File: config.mk
export PLATFORM = sky130hd
export DESIGN_NAME = pattern_event_stream_decoder
export DESIGN_NICKNAME = d
export VERILOG_FILES = /design/src/hw/rtl/pesd_pkg.sv /design/src/hw/rtl/pattern_event_stream_decoder.sv
export SDC_FILE = /design/constraint.sdc
export NUM_CORES = 1
export LEC_CHECK = 0
export ABC_AREA = 1
export BUFFER_PORTS_ARGS = -buffer_cell sky130_fd_sc_hd__buf_2
export CAP_MARGIN = 20
export CORE_UTILIZATION = 52
export DETAILED_ROUTE_END_ITERATION = 6
export PLACE_DENSITY = 0.76
export SYNTH_ARGS = -nofsm -noshare
export SYNTH_HDL_FRONTEND = slang
export SYNTH_SLANG_ARGS = --single-unit
File: constraint.sdc
create_clock -name clk -period 3 [get_ports clk]
set_input_delay 0.6 -clock clk [delete_from_list [all_inputs] [get_ports clk]]
set_output_delay 0.6 -clock clk [all_outputs]
set_load 0.005 [all_outputs]
File: src/hw/rtl/pesd_pkg.sv
// Shared types, constants and event decode function for the pattern event stream decoder.
`default_nettype none

package pesd_pkg;

  // Geometry of the pattern section
  localparam int ROWS_PER_PATTERN = 64;   // 1..64
  localparam int CHANNELS         = 9;    // 1..16
  localparam int PATTERN_COUNT    = 128;  // 1..128

  localparam int ROW_W = (ROWS_PER_PATTERN > 1) ? $clog2(ROWS_PER_PATTERN) : 1;
  localparam int CH_W  = (CHANNELS > 1) ? $clog2(CHANNELS) : 1;

  // Byte layout
  localparam logic [7:0] NOTE_FX_FLAG = 8'h80;  // note byte carries an effect byte
  localparam logic [3:0] SEMI_KEY_OFF = 4'd15;
  localparam logic [3:0] SEMI_MAX     = 4'd12;
  localparam logic [6:0] SEMIS_PER_OCT = 7'd12;

  // Effect groups, taken from fx[7:5]
  localparam logic [2:0] FXG_INSTR  = 3'd1;
  localparam logic [2:0] FXG_VOLUME = 3'd2;
  localparam logic [2:0] FXG_SPEED  = 3'd3;
  localparam logic [2:0] FXG_SLIDE_UP = 3'd4;
  localparam logic [2:0] FXG_SLIDE_DN = 3'd5;
  localparam logic [2:0] FXG_BREAK  = 3'd7;

  // Reported effect kinds
  localparam logic [2:0] KIND_NONE     = 3'd0;
  localparam logic [2:0] KIND_VOLUME   = 3'd1;
  localparam logic [2:0] KIND_SPEED    = 3'd2;
  localparam logic [2:0] KIND_SLIDE_UP = 3'd3;
  localparam logic [2:0] KIND_SLIDE_DN = 3'd4;
  localparam logic [2:0] KIND_BREAK    = 3'd5;

  typedef enum logic [1:0] {
    ST_EVENT  = 2'd0,
    ST_CLEAN  = 2'd1,
    ST_FORMAT = 2'd2,
    ST_EOD    = 2'd3
  } status_t;

  typedef enum logic [2:0] {
    PH_NUMBER = 3'b001,
    PH_NOTE   = 3'b010,
    PH_EFFECT = 3'b100
  } phase_t;

  // Decoded musical content of one event
  typedef struct packed {
    logic [5:0] effect_value;
    logic [2:0] effect_kind;
    logic [5:0] instrument;
    logic       key_off;
    logic [6:0] pitch;
  } evt_t;

  function automatic evt_t decode_event(input logic [6:0] note, input logic [7:0] fx);
    evt_t       e;
    logic [3:0] semi;
    logic [2:0] oct;
    logic [4:0] low;
    semi = note[3:0];
    oct  = note[6:4];
    low  = fx[4:0];
    e    = '0;
    if (semi != 4'd0 && semi <= SEMI_MAX) begin
      e.pitch = 7'(semi) + (7'(oct) * SEMIS_PER_OCT);
    end else if (semi == SEMI_KEY_OFF) begin
      e.key_off = 1'b1;
    end
    case (fx[7:5])
      FXG_INSTR: begin
        e.instrument = 6'(low) + 6'd1;
      end
      FXG_VOLUME: begin
        e.effect_kind  = KIND_VOLUME;
        e.effect_value = {low, 1'b0};
      end
      FXG_SPEED: begin
        e.effect_kind  = KIND_SPEED;
        e.effect_value = 6'(low) + 6'd1;
      end
      FXG_SLIDE_UP: begin
        e.effect_kind  = KIND_SLIDE_UP;
        e.effect_value = 6'(low);
      end
      FXG_SLIDE_DN: begin
        e.effect_kind  = KIND_SLIDE_DN;
        e.effect_value = 6'(low);
      end
      FXG_BREAK: begin
        e.effect_kind = KIND_BREAK;
      end
      default: begin
        e.effect_kind = KIND_NONE;
      end
    endcase
    return e;
  endfunction

endpackage

`default_nettype wire

File: src/hw/rtl/pattern_event_stream_decoder.sv
// Pattern event stream decoder: byte parser, event decode and output register.
//
// Takes the pattern section of a song one byte per transaction on the s_ side
// and delivers one decoded note event per completed event on the m_ side.
// Each pattern is a pattern-number byte followed by ROWS_PER_PATTERN x
// CHANNELS events (channel fastest); an event is a note byte, plus an effect
// byte when bit 7 of the note byte is set. Pattern numbers must rise strictly
// and stay below PATTERN_COUNT, else a format-error result (status 2) is sent.
// A section cut short sends status 3; the last event of a pattern on a byte
// marked tlast sends status 1 and the decoder returns to its reset state for
// the next section. After status 2 or 3 the decoder swallows every byte with
// no result until rst. Throughput is one byte per clock: the parse and decode
// are a short combinational path in front of a single output register, and
// s_tready stays high unless that register holds a result the sink has not
// taken.
// A result appears on m_ in the cycle after the byte that completes it is accepted.
`default_nettype none

module pattern_event_stream_decoder
  import pesd_pkg::*;
(
  input  wire logic        clk,
  input  wire logic        rst,
  // input byte stream
  input  wire logic        s_tvalid,
  output logic             s_tready,
  input  wire logic [7:0]  s_tdata,   // [7:0] data_byte
  input  wire logic        s_tlast,   // stream_last
  // decoded events
  output logic             m_tvalid,
  input  wire logic        m_tready,
  output logic [39:0]      m_tdata,   // [6:0] pattern_number, [12:7] row,
                                      // [16:13] channel, [23:17] pitch,
                                      // [24] key_off, [30:25] instrument,
                                      // [33:31] effect_kind, [39:34] effect_value
  output logic [1:0]       m_tuser    // [1:0] status
);

  typedef struct packed {
    evt_t       evt;
    logic [3:0] channel;
    logic [5:0] row;
    logic [6:0] pattern_number;
  } res_t;

  // Parser state
  phase_t           phase, phase_next;
  logic [7:0]       prior_pattern, prior_pattern_next;
  logic             prior_valid, prior_valid_next;
  logic [6:0]       current_pattern, current_pattern_next;
  logic [ROW_W-1:0] row_count, row_count_next;
  logic [CH_W-1:0]  channel_count, channel_count_next;
  logic [6:0]       held_note, held_note_next;
  logic             halted, halted_next;

  // Output register
  res_t    result, result_next;
  status_t status, status_next;
  logic    emit;

  logic       accept;
  logic       bad_number;
  logic       ch_last, row_last;
  logic [6:0] ev_note;
  logic [7:0] ev_fx;
  evt_t       evt;

  assign s_tready = !m_tvalid || m_tready;
  assign accept   = s_tvalid && s_tready;

  assign bad_number = (prior_valid && (prior_pattern >= s_tdata)) ||
                      ({1'b0, s_tdata} >= 9'(PATTERN_COUNT));
  assign ch_last    = (channel_count == CH_W'(CHANNELS - 1));
  assign row_last   = (row_count == ROW_W'(ROWS_PER_PATTERN - 1));

  // Event source: held note with this byte as effect, or this byte as a bare note
  assign ev_note = (phase == PH_EFFECT) ? held_note : s_tdata[6:0];
  assign ev_fx   = (phase == PH_EFFECT) ? s_tdata : 8'h00;
  assign evt     = decode_event(ev_note, ev_fx);

  always_comb begin
    phase_next           = phase;
    prior_pattern_next   = prior_pattern;
    prior_valid_next     = prior_valid;
    current_pattern_next = current_pattern;
    row_count_next       = row_count;
    channel_count_next   = channel_count;
    held_note_next       = held_note;
    halted_next          = halted;
    emit                 = 1'b0;
    result_next          = '0;
    status_next          = ST_EVENT;

    if (accept && !halted) begin
      case (phase)
        PH_NUMBER: begin
          if (bad_number) begin
            emit        = 1'b1;
            status_next = ST_FORMAT;
            halted_next = 1'b1;
          end else begin
            prior_pattern_next   = s_tdata;
            prior_valid_next     = 1'b1;
            current_pattern_next = s_tdata[6:0];
            row_count_next       = '0;
            channel_count_next   = '0;
            if (s_tlast) begin
              emit        = 1'b1;
              status_next = ST_EOD;
              halted_next = 1'b1;
            end else begin
              phase_next = PH_NOTE;
            end
          end
        end
        PH_NOTE, PH_EFFECT: begin
          if (phase == PH_NOTE && (s_tdata & NOTE_FX_FLAG) != 8'h00) begin
            held_note_next = s_tdata[6:0];
            if (s_tlast) begin
              emit        = 1'b1;
              status_next = ST_EOD;
              halted_next = 1'b1;
            end else begin
              phase_next = PH_EFFECT;
            end
          end else begin
            // completed event
            emit                       = 1'b1;
            result_next.evt            = evt;
            result_next.pattern_number = current_pattern;
            result_next.row            = 6'(row_count);
            result_next.channel        = 4'(channel_count);
            if (s_tlast) begin
              if (ch_last && row_last) begin
                // clean end of section: back to reset state
                status_next          = ST_CLEAN;
                phase_next           = PH_NUMBER;
                prior_pattern_next   = '0;
                prior_valid_next     = 1'b0;
                current_pattern_next = '0;
                row_count_next       = '0;
                channel_count_next   = '0;
                held_note_next       = '0;
                halted_next          = 1'b0;
              end else begin
                status_next = ST_EOD;
                halted_next = 1'b1;
              end
            end else begin
              status_next = ST_EVENT;
              phase_next  = PH_NOTE;
              if (ch_last) begin
                channel_count_next = '0;
                if (row_last) begin
                  row_count_next = '0;
                  phase_next     = PH_NUMBER;
                end else begin
                  row_count_next = row_count + ROW_W'(1);
                end
              end else begin
                channel_count_next = channel_count + CH_W'(1);
              end
            end
          end
        end
        default: begin
          phase_next = PH_NUMBER;
        end
      endcase
    end
  end

  always_ff @(posedge clk) begin
    if (rst) begin
      phase           <= PH_NUMBER;
      prior_pattern   <= '0;
      prior_valid     <= 1'b0;
      current_pattern <= '0;
      row_count       <= '0;
      channel_count   <= '0;
      held_note       <= '0;
      halted          <= 1'b0;
      m_tvalid        <= 1'b0;
    end else begin
      phase           <= phase_next;
      prior_pattern   <= prior_pattern_next;
      prior_valid     <= prior_valid_next;
      current_pattern <= current_pattern_next;
      row_count       <= row_count_next;
      channel_count   <= channel_count_next;
      held_note       <= held_note_next;
      halted          <= halted_next;
      if (emit) begin
        m_tvalid <= 1'b1;
      end else if (m_tready) begin
        m_tvalid <= 1'b0;
      end
    end
  end

  // Result payload, no reset needed
  always_ff @(posedge clk) begin
    if (emit) begin
      result <= result_next;
      status <= status_next;
    end
  end

  assign m_tdata = result;
  assign m_tuser = status;

  // A halted decoder never produces another result
  a_halt_silent: assert property (@(posedge clk) disable iff (rst)
    (halted && m_tvalid && m_tready) |=> !m_tvalid)
    else $error("result produced while halted");

  // Error results always leave the decoder halted
  a_err_halts: assert property (@(posedge clk) disable iff (rst)
    (m_tvalid && (m_tuser == ST_FORMAT || m_tuser == ST_EOD)) |-> halted)
    else $error("error status without halt");

  // A clean end leaves the parser in its reset state
  a_clean_resets: assert property (@(posedge clk) disable iff (rst)
    (m_tvalid && m_tuser == ST_CLEAN) |->
      (phase == PH_NUMBER && !prior_valid && !halted))
    else $error("clean end did not restart parser");

  // A note byte without an effect flag always yields a result
  a_note_emits: assert property (@(posedge clk) disable iff (rst)
    (accept && !halted && phase == PH_NOTE && !s_tdata[7]) |=> m_tvalid)
    else $error("completed event lost");

  // Channel counter wraps after the last channel of a completed event
  a_ch_range: assert property (@(posedge clk) disable iff (rst)
    (accept && ch_last && !halted &&
     (phase == PH_EFFECT || (phase == PH_NOTE && !s_tdata[7]))) |=>
      (channel_count == '0 || halted))
    else $error("channel counter overran");

endmodule

`default_nettype wire

==> run summary <==
vias per cell: 5.18
reg2reg path depth: 12
Synth top area share: 32.0%
CTS clock-pin slew for the worst setup and hold paths: 0.08 ns
worst vdd ir: 0.000326 V
status: complete, no violations
flop-to-flop setup slack: 0.44 ns
Mean Syn Cell Area: 8.18 um2
reg-to-reg startpoint: phase[0]
Synth Warn #: 0
fillers: 652
vias: 3,358
RSZ-0062 raised after global routing: false
IO Port Bufs: 56
Synth Flop Type: edfxtp_1
CP required: 3.13 ns
ANT nets after route: 0
vias in the first global route: 3,040
post-cts resize count: 0
Worst setup SP type: flop
H-tree depth: 3
Rows: 31
All-Layer GR Usage: 23.1%
Initial Utilization: 54.0%
WL/cell: 12.8 um
Rel. slew slack: 51.3%
worst setup path start: phase[0]
cell taking the most area after synthesis: edfxtp_1
largest net degree at the start of global routing: 43
Gate Count Post-Synth: 482
# Max-Cap Violations: 0
Layout Nets: 576
total length of routed wires: 8300 um
detailed placement HPWL: 6120 um
Setup TNS: 0 ns
Iter 0 DRT Violations: 237
Root Buffer: clkbuf_8
CTS tree: yes
period utilization: 85.5%
cts hold-fix bufs: 0
Worst-Skew Late Latency: 0.37 ns
core box area: 0.00729 mm2
fin. max-slew vios: 0
die width: 89.1 um
grt ovf: 0
I/O Pins: 57
Min Hold Slack: 0.456 ns
GP Congestion: 0.885
Clock Path Buffers: 2
Cell variety after synth: 38
die area: 0.00793 mm2
Clock Sinks: 73
post-CTS setup buffers: 0
CP arrival: 2.69 ns
Post-Synthesis Cell Area: 0.00394 mm2
Hold Fails Final Rpt: 0
WS Path Type: reg -> reg
crit path capture: m_tdata[22]
HP Class: reg -> reg
CTS Buf Count: 9
post-synthesis register bit count: 73
most used standard cell by instance count after synthesis: nand2_1
initial antenna violation count: 0
# diodes: 0
Static Leak: 0.00202 uW
FF-to-FF End: m_tdata[22]
Critical Path Fanout Max: 6
Post-synth EDFFs: 42
final setup vio count: 0
Async SR Flop Fraction: 0%
Die H: 89.1 um
Worst-Margin Slew: 0.730 ns
pwr/cell area: 535 mW/mm2
endpoint type of the worst setup path: flop
sequential share of the synthesized area: 47.7%
synth cell count leaders: nand2_1 (101), nor2_1 (87), inv_1 (68)
synthesis-to-finish area growth: 14.7%
Max Fclk: 390 MHz
Synth area leaders: edfxtp_1 (32%), dfxtp_1 (16%), nand2_1 (9.6%), nor2_1 (8.3%), inv_1 (6.5%)
first-pass GRT wire length: 13,700 um
Net Count, Synth: 514
Period minus WS final: 2.56 ns
Pre-Repair DR Iteration Count: 5
clk_skew: 0.0135 ns
DRC Markers: 0
share of layout cells above drive strength 1: 19.1%
-- how the worst min path moves through the flow --
stage | to | from | cells past startpoint
2_1_floorplan | prior_pattern[7] | prior_pattern[7] | 2
3_3_place_gp | prior_pattern[7] | prior_pattern[7] | 2
3_5_place_dp | prior_pattern[7] | prior_pattern[7] | 2
4_1_cts | prior_pattern[7] | prior_pattern[7] | 2
5_1_grt | prior_pattern[0] | prior_pattern[0] | 2
6_report | prior_pattern[7] | prior_pattern[7] | 2
-- stage by stage --
| stage | instances | utilization, % | setup slack (ns) | instance area [um2] | power [uW] |
|---|---|---|---|---|---|
| 4_1_cts | 648 | 62.0 | 0.434 | 4520 | 2430 |
| 3_3_place_gp | 632 | 59.5 | 0.296 | 4340 | 1690 |
| 6_report | 648 | 62.0 | 0.435 | 4520 | 2420 |
| 5_1_grt | 648 | 62.0 | 0.240 | 4520 | 2550 |
| 3_5_place_dp | 632 | 59.5 | 0.187 | 4340 | 1710 |
| 2_1_floorplan | 482 | - | 0.148 | 3940 | 1560 |
-- final cells by class --
cell class | count | area [um2] | area share [%]
Inverter | 74 | 278 | 6.14
Clock buffer | 9 | 124 | 2.74
Tap cell | 99 | 124 | 2.74
Timing Repair Buffer | 61 | 330 | 7.31
Multi-Input combinational cell | 325 | 1720 | 38.1
Clock inverter | 7 | 58.8 | 1.30
Sequential cell | 73 | 1880 | 41.6
-- logic make-up (layout without fill, tap and decap cells) --
logic type                 Yosys count  count (layout)  share of synthesized area, %
and+or+nand+nor                    245             245                          27.9
buffers and inverters               84             151                          8.51
DFF                                 73              73                          47.7
AOI/OAI and AO/OA                   51              51                          7.17
adders and majority gates           19              19                          6.41
xor gates and xnor gates            10              10                          2.22
-- worst max-delay path: stages, from the launching register on --
cell	delay, ns
dfxtp_1	0.39
inv_2	0.07
nand3_2	0.12
inv_1	0.13
nand2_1	0.08
o21ai_0	0.16
ha_1	0.24
fa_1	0.55
nand3_1	0.10
nand2_1	0.08
xor2_1	0.18
xor2_1	0.16
nor2_1	0.06
-- registers in the layout, indices dropped and copies added, names as in the netlist --
name	cells
held_note	7
halted	1
prior_valid	1
m_tuser	2
phase	3
m_tvalid	1
prior_pattern	8
channel_count	4
m_tdata	40
row_count	6
-- cell usage in the layout (no fill, tap or decap), types with 5 or more instances in the layout --
cell type,Yosys,final
nand4_1,11,11
inv_2,5,5
clkbuf_8,0,9
inv_1,68,68
xor2_1,7,7
dfxtp_1,31,31
ha_1,17,17
nand3_1,21,21
o21ai_0,13,13
nor2_1,87,87
nand2_1,101,101
buf_2,4,56
edfxtp_1,42,42
a21oi_1,28,28
nand2_2,5,5
-- layer usage --
layer	part of all wire, %	global-route usage (%)	up-vias
met5	0	0	-
met4	3.3	10.5	0
met3	6.5	5.36	28
met2	47	37.8	132
met1	43	29.3	1523
li1	-	-	1675
-- where the power goes --
part | internal (uW) | switching [uW] | leakage, uW
Clock | 314 | 421 | 0.0000891
Combinational | 171 | 305 | 0.00127
Sequential | 1160 | 44.0 | 0.000662
Total | 1650 | 770 | 0.00202
(Power assumes the default switching activity.)
